===== config.mk =====
export PLATFORM = sky130hd
export DESIGN_NAME = tcas_queue
export DESIGN_NICKNAME = d
export VERILOG_FILES = /design/src/rtl/core/tcas_pkg.sv /design/src/rtl/core/tcas_queue.sv
export SDC_FILE = /design/constraint.sdc
export NUM_CORES = 1
export LEC_CHECK = 0
export BUFFER_PORTS_ARGS = -buffer_cell sky130_fd_sc_hd__buf_2
export CAP_MARGIN = 0
export CORE_MARGIN = 2
export CORE_UTILIZATION = 63
export CTS_BUF_LIST = sky130_fd_sc_hd__clkbuf_8
export DETAILED_ROUTE_END_ITERATION = 10
export GPL_TIMING_DRIVEN = 0
export PLACE_DENSITY_LB_ADDON = 0.15
export SLEW_MARGIN = 20
export SYNTH_ARGS = -nofsm -noshare
export SYNTH_HDL_FRONTEND = slang
export SYNTH_SLANG_ARGS = --single-unit

===== constraint.sdc =====
create_clock -name clk -period 3.3 [get_ports clk]
set_input_delay 0.33 -clock clk [delete_from_list [all_inputs] [get_ports clk]]
set_output_delay 0.33 -clock clk [all_outputs]
set_load 0.03 [all_outputs]

===== src/rtl/core/tcas_pkg.sv =====
// Shared types, constants and the arctangent table for the crossing-angle solver.
package tcas_pkg;

    // Field widths of the transaction payloads.
    localparam int COEF_WIDTH  = 32;
    localparam int ANGLE_WIDTH = 16;
    localparam int TOL_WIDTH   = 16;
    localparam logic [TOL_WIDTH-1:0] TOL_RESET = 16'd7;

    // Function form codes.
    localparam logic FORM_LINEAR   = 1'b0;
    localparam logic FORM_RATIONAL = 1'b1;

    // Magnitudes are normalized below 2^NORM_BITS before the root and angle stages.
    localparam int NORM_BITS    = 30;
    localparam int CORDIC_STEPS = 31;
    localparam int ZANG_WIDTH   = 32;

    // Lane pipeline depth: normalize (2), square, difference, one square root stage per
    // root bit, vector pre-rotation, the rotation steps and the final rounding stage.
    localparam int LANE_LAT = 6 + NORM_BITS + 1 + CORDIC_STEPS;

    // Depth of the queue between the front and the back.
    localparam int QUEUE_DEPTH = 4;

    typedef struct packed {
        logic                          form;
        logic signed [COEF_WIDTH-1:0]  coef_a;
        logic signed [COEF_WIDTH-1:0]  coef_b;
        logic signed [COEF_WIDTH-1:0]  coef_c;
        logic signed [COEF_WIDTH-1:0]  coef_d;
        logic signed [COEF_WIDTH-1:0]  coef_e;
    } in_item_t;

    typedef struct packed {
        logic                    zero_found;
        logic [ANGLE_WIDTH-1:0]  zero_first;
        logic [ANGLE_WIDTH-1:0]  zero_second;
        logic                    one_found;
        logic [ANGLE_WIDTH-1:0]  one_first;
        logic [ANGLE_WIDTH-1:0]  one_second;
    } out_item_t;

    // One equation p + q cos t + r sin t = 0, with the front's verdict on degeneracy.
    typedef struct packed {
        logic                        ok;
        logic signed [COEF_WIDTH:0]  p;
        logic signed [COEF_WIDTH:0]  q;
        logic signed [COEF_WIDTH:0]  r;
    } pair_req_t;

    typedef struct packed {
        pair_req_t zero;
        pair_req_t one;
    } work_item_t;

    typedef struct packed {
        logic                    found;
        logic [ANGLE_WIDTH-1:0]  first;
        logic [ANGLE_WIDTH-1:0]  second;
    } pair_res_t;

    // atan(2^-i) in 32-bit binary angles.
    function automatic logic [ZANG_WIDTH-1:0] atan_entry(input int idx);
        logic [ZANG_WIDTH-1:0] v;
        unique case (idx)
            0:  v = 32'd536870912;
            1:  v = 32'd316933406;
            2:  v = 32'd167458907;
            3:  v = 32'd85004756;
            4:  v = 32'd42667331;
            5:  v = 32'd21354465;
            6:  v = 32'd10679838;
            7:  v = 32'd5340245;
            8:  v = 32'd2670163;
            9:  v = 32'd1335087;
            10: v = 32'd667544;
            11: v = 32'd333772;
            12: v = 32'd166886;
            13: v = 32'd83443;
            14: v = 32'd41722;
            15: v = 32'd20861;
            16: v = 32'd10430;
            17: v = 32'd5215;
            18: v = 32'd2608;
            19: v = 32'd1304;
            20: v = 32'd652;
            21: v = 32'd326;
            22: v = 32'd163;
            23: v = 32'd81;
            24: v = 32'd41;
            25: v = 32'd20;
            26: v = 32'd10;
            27: v = 32'd5;
            28: v = 32'd3;
            29: v = 32'd1;
            30: v = 32'd1;
            default: v = '0;
        endcase
        return v;
    endfunction

endpackage


===== src/rtl/core/tcas_queue.sv =====
// Short flip-flop queue that decouples the front from the back.
module tcas_queue #(
    parameter int WIDTH = 8,
    parameter int DEPTH = tcas_pkg::QUEUE_DEPTH
) (
    input  logic             clk,
    input  logic             rst_n,
    input  logic             push,
    input  logic [WIDTH-1:0] push_data,
    input  logic             pop,
    output logic [WIDTH-1:0] pop_data,
    output logic             full,
    output logic             empty
);

    localparam int PW = (DEPTH > 1) ? $clog2(DEPTH) : 1;
    localparam int CNTW = $clog2(DEPTH + 1);

    logic [WIDTH-1:0] mem_reg [DEPTH];
    logic [PW-1:0]    wr_ptr_reg, wr_ptr_next;
    logic [PW-1:0]    rd_ptr_reg, rd_ptr_next;
    logic [CNTW-1:0]  cnt_reg, cnt_next;

    assign full     = (cnt_reg == CNTW'(DEPTH));
    assign empty    = (cnt_reg == '0);
    assign pop_data = mem_reg[rd_ptr_reg];

    // Pointer and fill count updates.
    always_comb
    begin
        wr_ptr_next = wr_ptr_reg;
        rd_ptr_next = rd_ptr_reg;
        cnt_next    = cnt_reg;
        if (push)
        begin
            wr_ptr_next = (wr_ptr_reg == PW'(DEPTH - 1)) ? '0 : wr_ptr_reg + 1'b1;
        end
        if (pop)
        begin
            rd_ptr_next = (rd_ptr_reg == PW'(DEPTH - 1)) ? '0 : rd_ptr_reg + 1'b1;
        end
        if (push && !pop)
        begin
            cnt_next = cnt_reg + 1'b1;
        end
        else if (pop && !push)
        begin
            cnt_next = cnt_reg - 1'b1;
        end
    end

    always_ff @(posedge clk or negedge rst_n)
    begin
        if (!rst_n)
        begin
            wr_ptr_reg <= '0;
            rd_ptr_reg <= '0;
            cnt_reg    <= '0;
        end
        else
        begin
            wr_ptr_reg <= wr_ptr_next;
            rd_ptr_reg <= rd_ptr_next;
            cnt_reg    <= cnt_next;
        end
    end

    // Storage.
    always_ff @(posedge clk)
    begin
        if (push)
        begin
            mem_reg[wr_ptr_reg] <= push_data;
        end
    end

endmodule


# Word-level counts from Yosys, hierarchy flattened

Memories as Yosys holds them, arrays and structs flattened.
Index checks and enable logic that the tools add are counted.

Register bits: 7
Bits in writable memories: 32
Output and inout port bits: 10
Logic and storage cells: 23
Memories kept: 1

$add $sub $neg: 4
Eq/ne operators: 3
Muxes and demuxes: 6
Reductions and logical operators: 6

Memory list:

| name    | depth | width | rd ports | clocked after Yosys merged registers in | wr ports | RTL line         | source |
|---|---|---|---|---|---|---|---|
| mem_reg | 4     | 8     | 1        | 0                                       | 1        | tcas_queue.sv:19 | `logic [WIDTH-1:0] mem_reg [DEPTH];` |

Operator list:

| cell                                                                | number |
|---|---|
| 3-bit 2-to-1 mux                                                    | 2 |
| 2-bit by 1-bit adder with 2-bit output (second input constant)      | 2 |
| 2-bit == test (second input constant)                               | 2 |
| 2-bit 2-to-1 mux                                                    | 2 |
| 3-bit by 1-bit adder with 3-bit output (second input constant)      | 1 |
| 3-bit == test (second input constant)                               | 1 |
| 3-bit logical NOT                                                   | 1 |
| 3-bit by 1-bit subtractor with 3-bit output (second input constant) | 1 |
| 1-bit logical AND                                                   | 2 |
| 1-bit logical NOT                                                   | 2 |
| 1-bit 2-to-1 mux                                                    | 2 |
| 2-bit nonzero test                                                  | 1 |

# Depth between registers and ports, before layout

Gate-level depths: netlist of the first run.

Depth in word-level cells: 4
Gate-level depth with buffers: 7
Depth with buffers taken out: 7

# Least setup slack after synthesis of the first run

No wires, ideal clock.

Kind: register -> output
From: register cnt_reg[0]
To: output port full
Data arrival time: 1160 ps
Setup slack: 1810 ps
Cell stages (with the launch flop): 2
Path through: dfrtp_1 > nor3b_1

Cells in the longest elaborated chain, start to end: 1

Ends and longest elaborated chain:

| item                     | RTL line         | source |
|---|---|---|
| start: declaration       | tcas_queue.sv:22 | `logic [CNTW-1:0] cnt_reg, cnt_next;` |
| start signal: assignment | tcas_queue.sv:64 | `cnt_reg <= cnt_next;` |
| 3-bit == test            | tcas_queue.sv:24 | `assign full = (cnt_reg == CNTW'(DEPTH));` |
| end: declaration         | tcas_queue.sv:12 | `output logic full,` |

No other way between the ends.

# Worst setup path after layout of the first run

From: register rd_ptr_reg[0]
To: output port pop_data[4]

Cells in the longest elaborated chain, start to end: 1

Ends and longest elaborated chain:

| item                     | RTL line         | source |
|---|---|---|
| start: declaration       | tcas_queue.sv:21 | `logic [PW-1:0] rd_ptr_reg, rd_ptr_next;` |
| start signal: assignment | tcas_queue.sv:63 | `rd_ptr_reg <= rd_ptr_next;` |
| memory 4 x 8 bit         | n/a              |  |
| end: declaration         | tcas_queue.sv:11 | `output logic [WIDTH-1:0] pop_data,` |

No other way between the ends.

==> flow_summary.ini, run 1 <==
[worst_setup_path]
r2r_start = wr_ptr_reg[0]
endpoint_kind = output pin
worst_ep_arrival_time_ps = 1560
worstSetupStartpoint = rd_ptr_reg[0]
critPathRequiredTime_ps = 2970
critical_path_class = register to output pin
start_kind = register
critical_path_peak_fanout = 10

[layout]
finalNetCount = 127
largest_reg_flops = 32
final_area_um2 = 1820
diodes = 0
drive_above_1_share_pct = 37.6
syn2layout_area_growth_pct = 16.1
fin_util_pct = 75.6

[pwr]
p_clk_share_pct = 20.8
swShare_pct = 34.0
seqPwrFrac_pct = 43.2
vdd_drop_max_uv = 720
power_density_nw_per_um2 = 896
combinationalPowerShare_pct = 36.0
p_int_w = 0.00108
static-leakage-power_nw = 0.702
total_power_w = 0.00163
p_sw_w = 0.000555

[global_routing]
grt-ovfl-total = 0
grt_pass1_wl_mm = 3.94
track_usage_pct = 22.0
antenna_found_initial = 0
grt_max_degree = 12
grt_pass1_vias = 789

[placed_design]
hpwl_mm = 1.78
gp_congestion = 0.646
placed_area_um2 = 1710
port-buffer-count = 21

[cts]
clk_pin_slew_ps = 70
ctsRootBufferMaster = clkbuf_8
htree_levels = 2
hold_buffers = 1
cts_buffers = 5
tritoncts = built
clockBufferDepth = 2
ctsResizeCount = 0
clock_sinks = 39
clk_latency_ps = 290
cts_setup_buffers = 0

[synthesis]
syn_area_per_cell_um2 = 19.9
netlist.area_leader.share_pct = 61.2
yosysWarningCount = 0
ys_ff_latch = 39
syn_nets = 98
synth_area_leaders = edfxtp_1 (61%), mux4_2 (11%), dfrtp_1 (11%)
synth_seq_area_share_pct = 72.4
syn_area_um2 = 1570
synth_top_area_cell = edfxtp_1
synth_cells = 79
synth_cell_types = 18

[floorplanning]
io_pins = 22
die-area_um2 = 2910
fp.dieW_um = 53.9
rows = 18
core_area_um2 = 2410
initial_core_util_pct = 65.2
die_h_um = 53.9

[drt]
post-route-drc-count = 0
first_pass_iters = 4
drtIter0Drc = 22
routed_wirelength_mm = 2.48
num_vias = 774
vias_per_cell = 5.57
wl_per_cell_um = 17.8
antenna_left = 0

[hold_path]
min_from = push_data[2]
worstHoldPathType = input pin to register

[timing]
finalSetupViolations = 0
grt_setup_unrepaired = no
slew_headroom_pct = 70.9
finalHoldViolCount = 0
period_share_pct = 57.3
fin_crit_ps = 1890
fin_skew_ps = 6.97
clock.fmax_mhz = 528
setup_total_negative_slack_ps = 0
slew_violations = 0
max_slew.worst_pin.slew_ps = 436

[flow_run]
drv_cap = 0

[run_status]
outcome = finished clean
## power groups by stage
stage               clock network [W]  registers [W]  logic [W]
finish                       0.000340       0.000706   0.000589
global route                 0.000363       0.000718   0.000644
CTS                          0.000348       0.000707   0.000601
detailed placement                  0       0.000717   0.000594
global placement                    0       0.000704   0.000571
floorplan                           0       0.000697   0.000452
## layout by cell type (no fill, tap or decap), drive strengths merged
| cell | count |
|---|---|
| and2 | 4 |
| buf | 23 |
| clkbuf | 7 |
| dfrtp | 7 |
| dlygate4sd3 | 1 |
| edfxtp | 32 |
| fa | 1 |
| ha | 6 |
| inv | 6 |
| mux2 | 3 |
| mux4 | 8 |
| nand2 | 1 |
| nand3 | 1 |
| nor2 | 2 |
| nor3 | 1 |
| nor3b | 1 |
| o21ai | 2 |
| xnor2 | 1 |
| xor2 | 2 |
## critical path, cell delays in order, from the launching register on
cell and delay (ps):
dfrtp_1 380, buf_6 180, mux4_2 510, buf_2 190
## per-layer routing
metal / track usage [%] / wire, um / share of wire, % / vias to the layer above
met5: 0 / 0 / 0 / -
met4: 12.8 / 70 / 2.8 / 0
met3: 8.33 / 140 / 5.6 / 5
met2: 36.4 / 1340 / 54 / 28
met1: 24.2 / 926 / 37 / 381
li1: - / - / - / 360
## layout make-up
cell class	count	area, um2
buffer	2	16.3
inverter	5	18.8
multi-input combinational	33	399
fill	141	587
sequential	39	1140
tap	30	37.5
clock buffer	7	96.3
clock inverter	1	3.75
timing repair buffer	22	115
## worst paths after layout
kind                                 end  depth (start not counted)  slack (ps)
max                          pop_data[4]                          3        1410
max reg2reg                mem_reg[0][7]                          3        1850
min in group asynchronous  wr_ptr_reg[0]                          2         400
min                        mem_reg[3][2]                          1         260
min reg2reg                   cnt_reg[2]                          1         510
max in group asynchronous  rd_ptr_reg[1]                          2        2730
## kinds of logic (layout without fill, tap and decap cells)
family | after synthesis | count (layout) | synth area share [%]
buf+inv | 7 | 37 | 2.23
flops | 39 | 39 | 72.4
compound gates | 2 | 2 | 0.637
fa+ha+maj | 7 | 7 | 6.06
xor+xnor | 3 | 3 | 1.67
mux | 11 | 11 | 13.6
simple gates | 10 | 10 | 3.43
## synthesized netlist by cell type (all sizes together)
library cell   n
nand3          1
o21ai          2
mux4           8
nor2           2
nor3b          1
xnor2          1
and2           4
inv            5
edfxtp        32
ha             6
buf            2
nand2          1
nor3           1
mux2           3
dfrtp          7
xor2           2
fa             1
## per-stage QoR
stage / hold slack, ps / setup slack (ps) / cells
floorplan: 34.4 / 1810 / 79
global placement: 166 / 1710 / 130
detailed placement: 174 / 1680 / 130
CTS: 249 / 1380 / 139
global route: 255 / 1340 / 139
finish: 255 / 1410 / 139
No activity file was read; power rests on OpenSTA's default activity.
==> inputs of run 2 (changes only) <==
Settings changed: CORE_UTILIZATION 63 to 52.
Clock period 3.3 ns to 1.5 ns, I/O delays scaled along.
==> run 2 against run 1 <==
Against the previous run: critical path type unchanged; die area increased by 20%; largest power group is now combinational cells; global-route usage decreased by 5.6 points; clock power increased by 89%; the flow now finishes with violations (DRC, setup timing); critical endpoint is now pop_data[6]; largest cell class unchanged; first-iteration DRC count unchanged.
==> flow_summary.ini, run 2 (synthesis results as in run 1) <==
[floorplanning]
rows = 19
die_h_um = 59.0
fp.dieW_um = 59.0
initial_core_util_pct = 56.0
die-area_um2 = 3480
core_area_um2 = 2810
io_pins = 22

[timing]
fin_ws_ps = -166
slew_headroom_pct = 69.7
slew_violations = 0
max_slew.worst_pin.slew_ps = 455
period_share_pct = 111
grt_setup_unrepaired = yes
finalSetupViolations = 8
fin_crit_ps = 1670
clock.fmax_mhz = 600
fin_skew_ps = 1.30
finalHoldViolCount = 0

[layout]
drive_above_1_share_pct = 39.6
final_area_um2 = 1900
syn2layout_area_growth_pct = 21.0
fin_util_pct = 67.7
diodes = 0
fillCellCount = 186
layout_common_cells = edfxtp_1 (32), buf_2 (14), mux4_2 (8), buf_6 (8), inv_1 (7)
layout_commonest_cell = edfxtp_1
finalNetCount = 129
largest_reg_flops = 32

[drt]
vias_per_cell = 5.30
post-route-drc-count = 1
first_pass_iters = 7
num_vias = 753
routed_wirelength_mm = 2.48
drtIter0Drc = 22
wl_per_cell_um = 17.5
antenna_left = 0

[worst_setup_path]
critical_path_class = register to output pin
slowest_delay_ps = 500
crit_slowest_cell = mux4_2
critical_path_peak_fanout = 4
critPathRequiredTime_ps = 1350
regToRegSetupSlack_ps = 100
cp.buffers_inverters = 2
start_kind = register
worst_ep_arrival_time_ps = 1520
cpLargestDelayFamily = multiplexers
endpoint_kind = output pin
crit_chain = clkbuf_16, mux4_2, buf_6

[global_routing]
antenna_found_initial = 0
grt_pass1_vias = 797
grt_max_degree = 12
track_usage_pct = 16.4
grt_pass1_wl_mm = 3.87
grt-ovfl-total = 0

[placed_design]
hpwl_mm = 1.58
port-buffer-count = 21
placed_area_um2 = 1710
gp_congestion = 0.615

[cts]
tritoncts = built
htree_levels = 2
ctsRootBufferMaster = clkbuf_8
clockBufferDepth = 2
clk_pin_slew_ps = 70
clock_sinks = 39
cts_buffers = 5
clk_latency_ps = 280

[pwr]
vdd_drop_max_uv = 1080
static-leakage-power_nw = 0.734
power_density_nw_per_um2 = 1990
total_power_w = 0.00377

[flow_run]
drv_cap = 0

[hold_path]
worstHoldPathType = input pin to register

[run_status]
outcome = complete, but fails checks
violations = DRC, setup timing
## run 2: report_power, final
part | leakage [nW] | switching, W | internal (W)
Combinational | 0.308 | 0.000795 | 0.000781
Clock | 0.0505 | 0.000331 | 0.000312
Sequential | 0.376 | 0.000126 | 0.00143
## run 2: repair_timing
action,CTS,global route
setup endpoints to repair,8,16
hold buffers,1,0
gates resized for setup,17,3
gates cloned,0,1
buffers inserted,0,1
endpoints found under the hold margin,7,0
## run 2: layout make-up
type                    instances  area (um2)  share of cell area (%)
well taps                      31        38.8                    2.04
flip-flops and latches         39        1140                    59.9
plain buffers                   2        25.0                    1.32
clock buffers                   5        68.8                    3.62
multi-input cells              33         400                    21.1
clock inverters                 3        12.5                   0.659
inverters                       5        18.8                   0.988
repair buffers                 24         198                    10.4
## run 2: layer usage
metal  global-route usage, %  up-vias  share of wire, %
met1                    20.4      366                43
met4                    6.82        0               1.5
met3                    4.84        6               5.0
li1                        -      362                 -
met5                       0        -                 0
met2                    27.0       19                50
## run 2: path summary, 6_finish.rpt
kind                                  to  cells past startpoint           from
max reg2reg                mem_reg[2][2]                      3  wr_ptr_reg[0]
max                          pop_data[6]                      3  rd_ptr_reg[0]
min reg2reg                   cnt_reg[2]                      1     cnt_reg[2]
min in group asynchronous  rd_ptr_reg[1]                      2          rst_n
max in group asynchronous  rd_ptr_reg[0]                      2          rst_n
min                        mem_reg[1][1]                      1   push_data[1]
## run 2: worst register-to-register path: cells and delay by family (launching register included)
family | cells | cell delay, ps
AND/OR/NAND/NOR | 1 | 380
adder cells (fa/ha/maj) | 1 | 150
flip-flops | 1 | 410
buffers and inverters | 1 | 120
## run 2: stage by stage
step / setup slack, ps / cells / hold WS, ps / TNS [ps]
6_report: -166 / 142 / 78.4 / -1260
2_1_floorplan: 190 / 79 / -146 / 0
3_3_place_gp: 89.4 / 131 / -11.1 / 0
4_1_cts: -187 / 140 / 75.8 / -1400
3_5_place_dp: 37.8 / 131 / -7.16 / 0
5_1_grt: -210 / 142 / 82.4 / -1630
